===== config.mk =====
export PLATFORM = sky130hd
export DESIGN_NAME = cosdist_accum
export DESIGN_NICKNAME = d
export VERILOG_FILES = /design/src/rtl/cosdist_pkg.sv /design/src/rtl/cosdist_accum.sv
export SDC_FILE = /design/constraint.sdc
export NUM_CORES = 2
export LEC_CHECK = 0
export ABC_AREA = 1
export BUFFER_PORTS_ARGS = -buffer_cell sky130_fd_sc_hd__buf_2
export CORE_MARGIN = 5
export CORE_UTILIZATION = 35
export CTS_CLUSTER_SIZE = 14
export DETAILED_ROUTE_END_ITERATION = 10
export GPL_ROUTABILITY_DRIVEN = 1
export PLACE_DENSITY_LB_ADDON = 0.1
export SLEW_MARGIN = 20
export SYNTH_ARGS = -nofsm -noshare
export SYNTH_HDL_FRONTEND = slang
export SYNTH_SLANG_ARGS = --single-unit

===== constraint.sdc =====
create_clock -name clk -period 13.01 [get_ports clk]
set_clock_uncertainty 0.15 [all_clocks]
set_input_delay 3.2525 -clock clk [delete_from_list [all_inputs] [get_ports clk]]
set_output_delay 3.2525 -clock clk [all_outputs]
set_load 0.02 [all_outputs]

===== src/rtl/cosdist_pkg.sv =====
// Constants and types shared by the cosine distance block
`timescale 1ns / 1ps

package cosdist_pkg;

  localparam int ELEM_BITS  = 16;
  localparam int MAX_LEN    = 4096;
  localparam int DOT_W      = 2 * ELEM_BITS + $clog2(MAX_LEN);
  localparam int NORM_W     = DOT_W - 1;
  localparam int DIST_W     = 18;
  localparam int IN_DATA_W  = 2 * ELEM_BITS;
  localparam int OUT_DATA_W = ((DIST_W + 7) / 8) * 8;

  localparam int ONE_Q16    = 1 << (DIST_W - 2);
  localparam int TWO_Q16    = 1 << (DIST_W - 1);
  localparam int L_SHIFT    = 2 * (DIST_W - 1);

  localparam int LIMB_W     = 32;
  localparam int X_LIMBS    = 3;
  localparam int Y_LIMBS    = 2;
  localparam int X_W        = X_LIMBS * LIMB_W;
  localparam int Y_W        = Y_LIMBS * LIMB_W;
  localparam int PROD_W     = 128;
  localparam int PP_W       = 2 * NORM_W;
  localparam int K2_W       = 2 * DIST_W;

  typedef struct packed {
    logic           start;
    logic [X_W-1:0] x;
    logic [Y_W-1:0] y;
  } mul_req_t;

  typedef struct packed {
    logic [DOT_W-1:0]  dot;
    logic [NORM_W-1:0] src_norm;
    logic [NORM_W-1:0] tst_norm;
    logic              pend;
  } acc_sums_t;

endpackage


===== src/rtl/cosdist_accum.sv =====
// Running dot product and squared norms with saturation
`timescale 1ns / 1ps

module cosdist_accum import cosdist_pkg::*; (
  input  logic                        clk,
  input  logic                        rst,
  input  logic                        in_valid,
  input  logic signed [ELEM_BITS-1:0] src,
  input  logic signed [ELEM_BITS-1:0] tst,
  input  logic                        clear,
  output acc_sums_t                   sums
);

  logic signed [2*ELEM_BITS-1:0] p_st;
  logic signed [2*ELEM_BITS-1:0] sq_s;
  logic signed [2*ELEM_BITS-1:0] sq_t;
  logic [2*ELEM_BITS-2:0]        p_ss;
  logic [2*ELEM_BITS-2:0]        p_tt;
  logic                          pv;
  logic [DOT_W-1:0]              dot;
  logic [NORM_W-1:0]             src_norm;
  logic [NORM_W-1:0]             tst_norm;
  logic [DOT_W:0]                dot_ext;
  logic [NORM_W:0]               src_ext;
  logic [NORM_W:0]               tst_ext;
  logic [DOT_W-1:0]              dot_next;
  logic [NORM_W-1:0]             src_next;
  logic [NORM_W-1:0]             tst_next;

  assign sq_s = src * src;
  assign sq_t = tst * tst;

  always_ff @(posedge clk) begin
    if (rst) begin
      pv <= 1'b0;
    end else begin
      pv <= in_valid;
    end
    p_st <= src * tst;
    p_ss <= sq_s[2*ELEM_BITS-2:0];
    p_tt <= sq_t[2*ELEM_BITS-2:0];
  end

  always_comb begin
    dot_ext = {dot[DOT_W-1], dot} + {{(DOT_W+1-2*ELEM_BITS){p_st[2*ELEM_BITS-1]}}, p_st};
    src_ext = {1'b0, src_norm} + (NORM_W+1)'(p_ss);
    tst_ext = {1'b0, tst_norm} + (NORM_W+1)'(p_tt);
    if (dot_ext[DOT_W] != dot_ext[DOT_W-1]) begin
      dot_next = dot_ext[DOT_W] ? {1'b1, {(DOT_W-1){1'b0}}} : {1'b0, {(DOT_W-1){1'b1}}};
    end else begin
      dot_next = dot_ext[DOT_W-1:0];
    end
    src_next = src_ext[NORM_W] ? {NORM_W{1'b1}} : src_ext[NORM_W-1:0];
    tst_next = tst_ext[NORM_W] ? {NORM_W{1'b1}} : tst_ext[NORM_W-1:0];
  end

  always_ff @(posedge clk) begin
    if (rst || clear) begin
      dot      <= '0;
      src_norm <= '0;
      tst_norm <= '0;
    end else if (pv) begin
      dot      <= dot_next;
      src_norm <= src_next;
      tst_norm <= tst_next;
    end
  end

  assign sums.dot      = dot;
  assign sums.src_norm = src_norm;
  assign sums.tst_norm = tst_norm;
  assign sums.pend     = pv;

endmodule


# --- Word level (Yosys, flattened, before mapping) ---
# Cells that the tools add are included.
classes:
  n_addsub: 3
  n_mul: 3
  eq_ne: 1
  muxes: 4
  reduce_logical: 1
op_table:
  columns: ["op", "n"]
  rows:
  - ["$add A43 B31 Y44", 2]
  - ["$mux W44", 2]
  - ["$mux W43", 2]
  - ["$mul A16 B16 Y31", 2]
  - ["$add A44 B32 Y45", 1]
  - ["$mul A16 B16 Y32", 1]
  - ["$logic_or A1 B1 Y1", 1]
  - ["$ne A1 B1 Y1", 1]
totals:
  reg_bits: 225
  inputBits: 36
  wordCells: 19

# --- Longest topological paths before layout ---
logic_depth:
  word_depth: 3
  mapped_depth: 28

# --- Worst setup path after synthesis ---
# OpenSTA, ideal clock, no wires.
synth_path:
  path_type: "input to register"
  from: "in src[15]"
  to: "reg p_st[29]"
  setup_time_ns: 0.072
  arrival_ns: 8.827
  required_time_ns: 12.788
  setup_slack_ns: 3.961
  cell_stages: 23
  cell_sequence: "clkbuf_1 > buf_1 > nand2_1 > inv_1 > fa_1 > fa_1 > fa_1 > fa_1 > fa_1 > fa_1 > ha_1 > clkbuf_1 > nand2_1 > nor2_1 > inv_1 > nor3_1 > nand2_1 > o211ai_1 > nand2_1 > nand2_1 > nand2_1 > nand2_1 > xor2_1"
synth_via:
  elab_chain_len: 1
synth_lines:
  columns: ["item", "line", "text"]
  rows:
  - ["start: declaration", "cosdist_accum.sv:8", "input logic signed [ELEM_BITS-1:0] src,"]
  - ["$mul A16 B16 Y32", "cosdist_accum.sv:39", "p_st <= src * tst;"]
  - ["end signal: assignment", "cosdist_accum.sv:39", null]
  - ["end: declaration", "cosdist_accum.sv:14", "logic signed [2*ELEM_BITS-1:0] p_st;"]
# No other way between the ends.
# A chain may end at the register's enable or synchronous reset.

# --- Worst setup path after layout ---
layout_path:
  from: "in src[15]"
  to: "reg p_ss[28]"
layout_via:
  elab_chain_len: 1
layout_lines:
  columns: ["item", "line", "text"]
  rows:
  - ["$mul A16 B16 Y31", "cosdist_accum.sv:30", "assign sq_s = src * src;"]
  - ["net sq_s[28]", "cosdist_accum.sv:15", "logic signed [2*ELEM_BITS-1:0] sq_s;"]
  - ["end signal: assignment", "cosdist_accum.sv:40", "p_ss <= sq_s[2*ELEM_BITS-2:0];"]
  - ["end: declaration", "cosdist_accum.sv:17", "logic [2*ELEM_BITS-2:0] p_ss;"]
# The timed path passes the listed nets, and every way through them passes these cells.

==> flow_summary.ini <==
[floorplan]
die_w_um = 358.1
dieArea_sq_um = 128200
initial_core_util = 0.3530
fp.dieH_um = 358.1
core_area_sq_um = 120100
rows = 127
io_pins = 167

[finish]
final_layout_size_suffix_gt1_frac = 0.05318
syn2layout_area_growth_pct = 7.972
final_nets = 6717

[clocking]
clkTransAtPathRegs_ns = 0.06
clock_latency_ns = 0.61
clock-root-buffer = clkbuf_16
ctsHoldBuffers = 0
htreeDepth = 1
cts_tree = done
cts_buffer_depth = 3
cts_num_sinks = 223
cts_resized = 0
cts_made_buffers = 30
post_cts.repair.setup_buffers = 0

[hold_path]
hold_path_class = flop to flop

[worst_setup_path]
critPathKind = input port to flop
cp-startpoint = src[15]
crit_chain = buf_2, clkinv_1, or2_2, fa_1, inv_1, fa_1, fa_1, fa_1, fa_1, inv_1, fa_1, inv_1, ha_1, nand2_1, nor2_1, inv_1, nor3_1, nand2_1, o211ai_1, a21boi_0, o21ai_0, xor2_1
slowest_stage = buf_2
r2r-end = dot[21]
required_ns = 13.40
endpoint = p_ss[28]
cp.arrival_ns = 9.62
cpPeakStageDelay_ns = 0.62
worstPathMaxFanout = 37
worst-r2r-cell-count = 14
crit_path_frequent_cell = fa_1
r2r_start = dot[0]
start_kind = input port
r2r_setup_slack_ns = 9.07
cp-end-kind = flop

[timing]
min_period_ns = 9.233
hold_violations = 0
setup_viol = 0
finalCritPeriodShare = 0.7097
slew_violations = 0
rsz0062_at_grt = false
timing.final.ws_setup_ns = 3.777
slew_headroom = 0.3501
finalSetupTns_ns = 0
worstMarginPinSlew_ns = 0.9748
holdWs_ns = 0.3524
max_freq_mhz = 108.3

[logic_synthesis]
synthFlopType = dfxtp_1
synth-async-reset-ratio = 0
yosysSeqAreaShare = 0.1053
synth_edf_count = 0
synth_area_leader_cell = fa_1
synth_area_leaders = fa_1 (34%), inv_1 (13%), ha_1 (11%)
ys_types = 53
yosysMostFrequentCell = inv_1
synth_area_sq_um = 42410
yosysWarnings = 0
synth_top_area_frac = 0.3399
syn_nets = 6657
ys_seq_elements = 223
netlist_instances = 5538
synth_common_cells = inv_1 (1,447), nand2_1 (1,126), fa_1 (720)
postSynthAreaPerCell_sq_um = 7.658

[routing]
first_pass_iters = 5
first_iter_violations = 1747
via_count = 33930
wirelength_mm = 123.6
avgViaCountPerCell = 4.688
ant_nets = 0
post-route-drc-count = 0
wl_per_cell_um = 17.07

[placement]
dp_slack_ns = 3.158
dp_hpwl_mm = 102.2
place_congestion = 0.9213
portBuffers = 166

[global_routing]
grt_max_degree = 74
antenna_found_initial = 9
grt.total_usage = 0.1961
grt_pass1_vias = 35630
grt_pass1_wl_mm = 200.0
grt.overflow.total = 0

[status]
status = completed

[job]
drv_cap = 0
==> worst max-delay path: cells and delay by family <==
| family | cells | cell delay, ns |
|---|---|---|
| buf+inv | 6 | 1.37 |
| xor+xnor | 1 | 0.16 |
| simple gates | 5 | 0.87 |
| fa+ha+maj | 7 | 3.25 |
| compound gates | 3 | 0.69 |
==> stage by stage <==
stage / instance area [sq um] / std cells / util
finish: 45790 / 7238 / 0.3812
global route: 45790 / 7237 / 0.3811
CTS: 45780 / 7234 / 0.3811
detailed placement: 44760 / 7178 / 0.3726
global placement: 44760 / 7178 / 0.3726
floorplan: 42410 / 5538 / -
==> layout make-up <==
| type | instances | area [sq um] |
|---|---|---|
| clock inverter | 20 | 192.7 |
| inverter | 1452 | 5453 |
| multi-input combinational | 3703 | 31830 |
| tap | 1612 | 2017 |
| timing repair buffer | 188 | 996.0 |
| fill | 12870 | 74340 |
| sequential | 223 | 4468 |
| antenna | 4 | 10.01 |
| clock buffer | 36 | 823.3 |
==> sequential cells by signal, indices dropped and copies added (netlist names) <==
register,flops
p_ss,30
tst_norm,43
pv,1
p_tt,30
p_st,32
src_norm,43
dot,44
==> placed cells by master (no fill, tap or decap), types with 30 or more instances in the layout <==
master,synthesis,layout
dfxtp_1,223,222
nand3_1,137,137
xor2_1,128,128
o21ai_0,223,223
a31oi_1,34,34
xnor2_1,90,90
fa_1,720,720
inv_1,1447,1447
nand2_1,1126,1126
nor3_1,40,40
ha_1,363,363
clkbuf_16,0,30
a21o_1,32,32
nor2_1,320,319
nand4_1,38,38
buf_2,7,166
a21oi_1,299,299
==> worst min-delay path by stage <==
| stage | from | end | slack [ns] | depth (start not counted) |
|---|---|---|---|---|
| 6_report | tst_norm[35] | tst_norm[35] | 0.35 | 2 |
| 3_5_place_dp | tst_norm[35] | tst_norm[35] | 0.35 | 2 |
| 2_1_floorplan | p_ss[0] | src_norm[0] | 0.38 | 3 |
| 5_1_grt | tst_norm[35] | tst_norm[35] | 0.38 | 2 |
| 3_3_place_gp | tst_norm[35] | tst_norm[35] | 0.34 | 2 |
| 4_1_cts | tst_norm[35] | tst_norm[35] | 0.36 | 2 |
==> per-layer routing <==
| layer | vias up | track usage | part of all wire |
|---|---|---|---|
| li1 | 16700 | - | - |
| met1 | 16620 | 0.2843 | 0.48 |
| met2 | 522 | 0.3252 | 0.46 |
| met3 | 84 | 0.01760 | 0.037 |
| met4 | 0 | 0.03167 | 0.016 |
| met5 | - | 0 | 0 |
==> kinds of logic after synthesis <==
family | Yosys count | synth area share
AO/OA/AOI/OAI | 692 | 0.09547
XOR/XNOR | 218 | 0.04502
adder cells (fa/ha/maj) | 1083 | 0.4470
buffers and inverters | 1612 | 0.1445
flip-flops | 223 | 0.1053
AND/OR/NAND/NOR | 1710 | 0.1627
Power is not shown: default switching activity piles up to over one toggle a cycle in this logic, so the estimate is an artifact.
