$ cat src/rtl/cosdist_pkg.sv
// Constants and types shared by the cosine distance block
`timescale 1ns / 1ps

package cosdist_pkg;

  localparam int ELEM_BITS  = 16;
  localparam int MAX_LEN    = 4096;
  localparam int DOT_W      = 2 * ELEM_BITS + $clog2(MAX_LEN);
  localparam int NORM_W     = DOT_W - 1;
  localparam int DIST_W     = 18;
  localparam int IN_DATA_W  = 2 * ELEM_BITS;
  localparam int OUT_DATA_W = ((DIST_W + 7) / 8) * 8;

  localparam int ONE_Q16    = 1 << (DIST_W - 2);
  localparam int TWO_Q16    = 1 << (DIST_W - 1);
  localparam int L_SHIFT    = 2 * (DIST_W - 1);

  localparam int LIMB_W     = 32;
  localparam int X_LIMBS    = 3;
  localparam int Y_LIMBS    = 2;
  localparam int X_W        = X_LIMBS * LIMB_W;
  localparam int Y_W        = Y_LIMBS * LIMB_W;
  localparam int PROD_W     = 128;
  localparam int PP_W       = 2 * NORM_W;
  localparam int K2_W       = 2 * DIST_W;

  typedef struct packed {
    logic           start;
    logic [X_W-1:0] x;
    logic [Y_W-1:0] y;
  } mul_req_t;

  typedef struct packed {
    logic [DOT_W-1:0]  dot;
    logic [NORM_W-1:0] src_norm;
    logic [NORM_W-1:0] tst_norm;
    logic              pend;
  } acc_sums_t;

endpackage

$ cat src/rtl/cosdist_mul.sv
// Shared multi-limb multiplier: one 32x32 product per cycle into a wide accumulator
`timescale 1ns / 1ps

module cosdist_mul import cosdist_pkg::*; (
  input  logic              clk,
  input  logic              rst,
  input  mul_req_t          req,
  output logic              done,
  output logic [PROD_W-1:0] prod
);

  localparam int XI_W = (X_LIMBS > 1) ? $clog2(X_LIMBS) : 1;
  localparam int YJ_W = (Y_LIMBS > 1) ? $clog2(Y_LIMBS) : 1;
  localparam int SH_W = $clog2(X_LIMBS + Y_LIMBS);

  logic [X_W-1:0]      xr;
  logic [Y_W-1:0]      yr;
  logic [XI_W-1:0]     xi;
  logic [YJ_W-1:0]     yj;
  logic                issue;
  logic                issue_last;
  logic                yj_last;
  logic [LIMB_W-1:0]   xl;
  logic [LIMB_W-1:0]   yl;
  logic [2*LIMB_W-1:0] pp_next;
  logic [2*LIMB_W-1:0] pp;
  logic [SH_W-1:0]     psh;
  logic                pv;
  logic                plast;
  logic [PROD_W-1:0]   acc;

  assign xl         = xr[xi*LIMB_W +: LIMB_W];
  assign yl         = yr[yj*LIMB_W +: LIMB_W];
  assign pp_next    = xl * yl;
  assign yj_last    = (yj == YJ_W'(Y_LIMBS - 1));
  assign issue_last = (xi == XI_W'(X_LIMBS - 1)) && yj_last;

  always_ff @(posedge clk) begin
    if (rst) begin
      issue <= 1'b0;
      pv    <= 1'b0;
      done  <= 1'b0;
    end else begin
      done <= pv && plast;
      pv   <= issue;
      if (req.start) begin
        issue <= 1'b1;
      end else if (issue && issue_last) begin
        issue <= 1'b0;
      end
    end
    if (pv) begin
      acc <= acc + (PROD_W'(pp) << (psh * LIMB_W));
    end
    if (req.start) begin
      xr  <= req.x;
      yr  <= req.y;
      xi  <= '0;
      yj  <= '0;
      acc <= '0;
    end else if (issue) begin
      pp    <= pp_next;
      psh   <= SH_W'(xi) + SH_W'(yj);
      plast <= issue_last;
      if (yj_last) begin
        yj <= '0;
        xi <= xi + XI_W'(1);
      end else begin
        yj <= yj + YJ_W'(1);
      end
    end
  end

  assign prod = acc;

endmodule

$ cat config.mk
export PLATFORM = sky130hd
export DESIGN_NAME = cosdist_mul
export DESIGN_NICKNAME = d
export VERILOG_FILES = /design/src/rtl/cosdist_pkg.sv /design/src/rtl/cosdist_mul.sv
export SDC_FILE = /design/constraint.sdc
export NUM_CORES = 2
export LEC_CHECK = 0
export BUFFER_PORTS_ARGS = -buffer_cell sky130_fd_sc_hd__buf_2
export CAP_MARGIN = 20
export CORE_UTILIZATION = 50
export DETAILED_ROUTE_END_ITERATION = 6
export PLACE_DENSITY_LB_ADDON = 0.25
export SLEW_MARGIN = 0
export SYNTH_ARGS = -nofsm -noshare
export SYNTH_HDL_FRONTEND = slang
export SYNTH_SLANG_ARGS = --single-unit
export TNS_END_PERCENT = 1
$ cat constraint.sdc
create_clock -name clk -period 9.2 [get_ports clk]
set_input_delay 0.46 -clock clk [delete_from_list [all_inputs] [get_ports clk]]
set_output_delay 0.46 -clock clk [all_outputs]
set_load 0.005 [all_outputs]
# == Word-level counts from Yosys, hierarchy flattened ==
# Cells that the tools add are included.
# totals
in_bits,163
ff_bits,362
output_inout_bits,129
wordCells,30
# classes
reduce_logical,6
bitwise,1
shift,3
muxes,3
multipliers,1
eq_ne,1
n_addsub,4
# op_table
operator,count
$add A128 B128 Y128,1
$shl A64 B8 Y128,1
$shiftx A96 B8 Y32,1
$mul A32 B32 Y64,1
$shiftx A64 B7 Y32,1
$reduce_and A2 Y1,2
$add A2 B1 Y3,1
$logic_and A1 B1 Y1,3
$mux W1,3
$add A2 B1 Y2 const B,1
$eq A2 B2 Y1 const B,1
$reduce_bool A2 Y1,1
$add A1 B1 Y1 const B,1
$not A1 Y1,1

# == Longest topological paths before layout ==
# depth
ltp_word,5
ltp_mapped,36
mapped_depth_nobuf,32

# == Worst setup path after synthesis ==
# OpenSTA, ideal clock, no wires.
# synth_path
path_type,register to register
start,register yj
end,"register pp[60], data pin"
setup_ns,0.274
arrival_time_ns,8.783
period_less_slack_ns,9.057
path_stages_with_launch,32
n_path_buf,5
required_time_ns,8.926
slack_ns,0.143
path_cell_list,dfxtp_1 > clkbuf_1 > clkbuf_1 > clkbuf_1 > mux2i_1 > clkbuf_1 > nor2_1 > fa_1 > fa_1 > inv_1 > fa_1 > fa_1 > inv_1 > fa_1 > fa_1 > fa_1 > inv_1 > fa_1 > inv_1 > ha_1 > clkbuf_1 > nand2_1 > or3_1 > or3_1 > o32ai_1 > a41oi_1 > o311ai_1 > a211oi_1 > o21ai_0 > a21oi_1 > o41ai_1 > xor2_1
# synth_via
elab_chain_cells,2
# synth_lines
item,line,text
start: declaration,cosdist_mul.sv:19,logic [YJ_W-1:0] yj;
start signal: assignment,cosdist_mul.sv:69,yj <= yj + YJ_W'(1);
$shiftx A64 B7 Y32,cosdist_mul.sv:33,assign yl = yr[yj*LIMB_W +: LIMB_W];
$mul A32 B32 Y64,cosdist_mul.sv:34,assign pp_next = xl * yl;
via pp_next[60],cosdist_mul.sv:25,logic [2*LIMB_W-1:0] pp_next;
end signal: assignment,cosdist_mul.sv:62,pp <= pp_next;
end: declaration,cosdist_mul.sv:26,logic [2*LIMB_W-1:0] pp;
# The timed path passes the listed nets, and every way through them passes these cells.
# A chain may end at the register's enable or synchronous reset.

# == Worst setup path in the final report ==
# layout_path
start,register xi[0]
end,"register pp[56], data pin"
# layout_via
elab_chain_cells,2
# layout_lines
item,line,text
start: declaration,cosdist_mul.sv:18,logic [XI_W-1:0] xi;
start signal: assignment,cosdist_mul.sv:67,xi <= xi + XI_W'(1);
$shiftx A96 B8 Y32,cosdist_mul.sv:32,assign xl = xr[xi*LIMB_W +: LIMB_W];
$mul A32 B32 Y64,cosdist_mul.sv:34,
via pp_next[56],cosdist_mul.sv:25,
# The timed path passes the listed nets, and every way through them passes these cells.

==> impl_metrics.toml <==
[worst_setup_path]
cp-end-kind = "flop"
cp_slowest_cell = "a21o_1"
cp.arrival_ps = 9290
cpPeakStageDelay_ps = 640
cp_max_fo = 28
r2r_slack_ps = 320
crit_type = "flop to flop"
critPathLaunchType = "flop"
cp-startpoint = "xi[0]"
r2r_cells = 29
crit_required_ps = 9620
r2r_start = "xi[0]"
crit_top_cell = "fa_1"
r2r_end = "pp[56]"

[timing]
skew_ps = 70.5
hold_slack_ps = 17.8
period_needed_ps = 8880
fin_setup_tns_ps = 0
setup_viol = 0
rsz0062_at_grt = "false"
tightest_slew_ps = 988
hold_viol = 0
finalCritPeriodShare_pct = 96.5
max_slew_margin_pct = 33.7
slew_viol_final = 0
fmax_ghz = 0.113

[clock_network]
cts_buffers = 44
cts.clk_slew.worst_paths_ps = 70
ctsLongestPathBuffers = 3
cts_sinks = 362
clock_latency_ps = 670
htree_levels = 2
root_buffer = "clkbuf_16"
cts_tree = "done"

[route]
first_pass_iters = 6
drcViolationCount = 0
vias_per_cell = 5.86
wl_per_cell_um = 25.9
routed-via-count = 45969
antenna_left = 0
routed_wirelength_um = 203000
drtIter0Drc = 4221

[synthesis]
synth_edf_count = 228
netlist_area_mm2 = 0.0544
yosysWarnings = 0
seq_area_frac_synth_pct = 17.5
netlist.area_leader.share_pct = 33.0
synth_top_area_cell = "fa_1"
avgSynthCellArea_um2 = 8.88
synthArstFlopShare_pct = 0
synth-main-ff-cell = "edfxtp_1"
yosys_register_bits = 362
synth_cell_type_count = 84
synthCells = 6124
synth.area.top_cells = "fa_1 33%, edfxtp_1 13%, ha_1 9.0%, inv_1 6.4%, nor2_1 6.3%"
synth_fp_nets = 7577

[global_routing]
grt_first_pass_wirelength_um = 300000
grt_util_all_layers_pct = 36.9
overflow = 0
grt_max_degree = 82
grt_pass1_vias = 47235
antenna_found_initial = 1

[cells_and_area]
drive_gt1_share_pct = 10.2
finish.utilization_pct = 56.3
nFillCells = 9888
regArea_mm2 = 0.00954
final_cells = 7844
multi_input_area_mm2 = 0.0404
nNetsFinal = 7859
synthToLayoutAreaGrowth_pct = 11.2

[floorplanning]
dieArea_mm2 = 0.110
pin_count = 292
start_util_pct = 50.6
dieWidth_um = 332
row_count = 120
core_area_mm2 = 0.108
die_y_um = 332

[hold_path]
hold_end = "xr[15]"
holdPathStages = 1
hold_start = "req[79]"
worstHoldPathType = "input pin to flop"

[placement]
numPortBuffers = 291
dp_hpwl_um = 165000
place_inst = 7704
place_congestion = 1.03

[flow_run]
maxCapViolCount = 0

[status]
outcome = "complete, no violations"
## kinds of logic (layout without fill, tap and decap cells)
family / after synthesis / count (layout) / share of synthesized area, %
buffers and inverters: 1243 / 1559 / 8.61
other: 0 / 1 / 0
adders and majority gates: 1290 / 1290 / 42.1
DFF: 362 / 362 / 17.5
AOI/OAI and AO/OA: 920 / 920 / 10.5
muxes: 190 / 190 / 3.58
xor gates and xnor gates: 178 / 178 / 2.87
and+or+nand+nor: 1941 / 1941 / 14.8
## cell usage in the layout (no fill, tap or decap), types with 9 or more instances in the layout
cell,count
and2_1,48
o21a_1,18
a21boi_0,9
mux2_2,32
and3_1,15
clkbuf_16,45
nor3_1,37
xnor2_1,111
o21bai_1,47
buf_2,290
a211oi_1,16
inv_1,932
buf_12,19
a31oi_1,18
a21oi_2,20
dlygate4sd3_1,58
a21oi_1,306
nand2_1,714
nand3_1,36
or3_1,11
dfxtp_1,131
nand4_1,86
o31ai_1,12
o21ai_1,17
mux2i_1,138
nor2b_1,15
nand2b_1,17
edfxtp_1,228
and4_1,10
o21ai_0,184
ha_1,393
xor2_1,67
a221oi_1,11
mux2i_2,18
o211ai_1,17
a21o_1,145
nor2_1,912
fa_1,897
a22o_1,32
buf_4,177
## Yosys cell counts (all sizes together), types with 4 or more instances
cell and count:
inv 932, nor2 914, fa 897, nand2 715
ha 393, a21oi 326, clkbuf 283, edfxtp 228
o21ai 202, mux2i 156, a21o 145, dfxtp 134
xnor2 111, nand4 86, xor2 67, and2 48
o21bai 47, nor3 39, nand3 36, mux2 34
a22o 32, buf 27, a211oi 18, a31oi 18
nand2b 18, o211ai 18, o21a 18, nor2b 17
and3 15, o31ai 12, a221oi 11, or3 11
a21boi 10, and4 10, nor4 8, o2111ai 7
o41ai 7, or2 7, a22oi 5, o311ai 5
a41oi 4, nor3b 4, o221ai 4, o22ai 4
or4 4
## through the flow
stage,area (um^2),setup WS [ps]
after global placement,58300,409
after CTS,60400,321
after global routing,60500,5.18
after detailed placement,58300,372
after floorplan,54400,143
final,60500,323
## sequential cells by signal, summed over array words and instances, names as in the netlist
name,cells
pv,1
xr,96
pp,64
psh,3
plast,1
xi,2
issue,1
yj,1
done,1
yr,64
prod,128
## worst max-delay path: cells and delay by family, from the launching register on
family	cells	cell delay, ps
adder cells (fa/ha/maj)	9	4290
AO/OA/AOI/OAI	9	2260
AND/OR/NAND/NOR	4	800
buffers and inverters	5	610
flip-flops	1	400
XOR/XNOR	1	170
multiplexers	1	120
## routing by layer
| layer | wire [um] | part of all wire, % | global-route usage (%) | vias up |
|---|---|---|---|---|
| li1 | - | - | - | 20175 |
| met1 | 76400 | 38 | 45.5 | 22679 |
| met2 | 91900 | 45 | 59.2 | 2518 |
| met3 | 19400 | 9.6 | 7.70 | 597 |
| met4 | 15400 | 7.6 | 23.0 | 0 |
| met5 | 0 | 0 | 0 | - |
## worst max path at each step
stage,end,slack [ps],cells after the start
finish,pp[56],320,29
CTS,pp[60],320,28
floorplan,pp[60],140,31
global route,pp[60],5,31
detailed placement,pp[60],370,28
global placement,pp[61],410,31
## area by class of cell
type / count / share of cell area, %
multi-input cells: 4519 / 66.7
diodes: 1 / 0.00414
repair buffers: 546 / 6.26
inverters: 933 / 5.79
well taps: 1403 / 2.90
flip-flops and latches: 362 / 15.8
clock inverters: 24 / 0.548
clock buffers: 56 / 1.98
## what timing repair did
item,4_1_cts,5_1_grt
resized for setup,0,6
setup endpoints to repair,0,6
buffers inserted,0,1
endpoints found under the hold margin,58,0
hold buffers,58,0
Power is left out: the tool's default activity adds up to more than one toggle a clock period on the data nets, which glitch-free logic cannot reach.
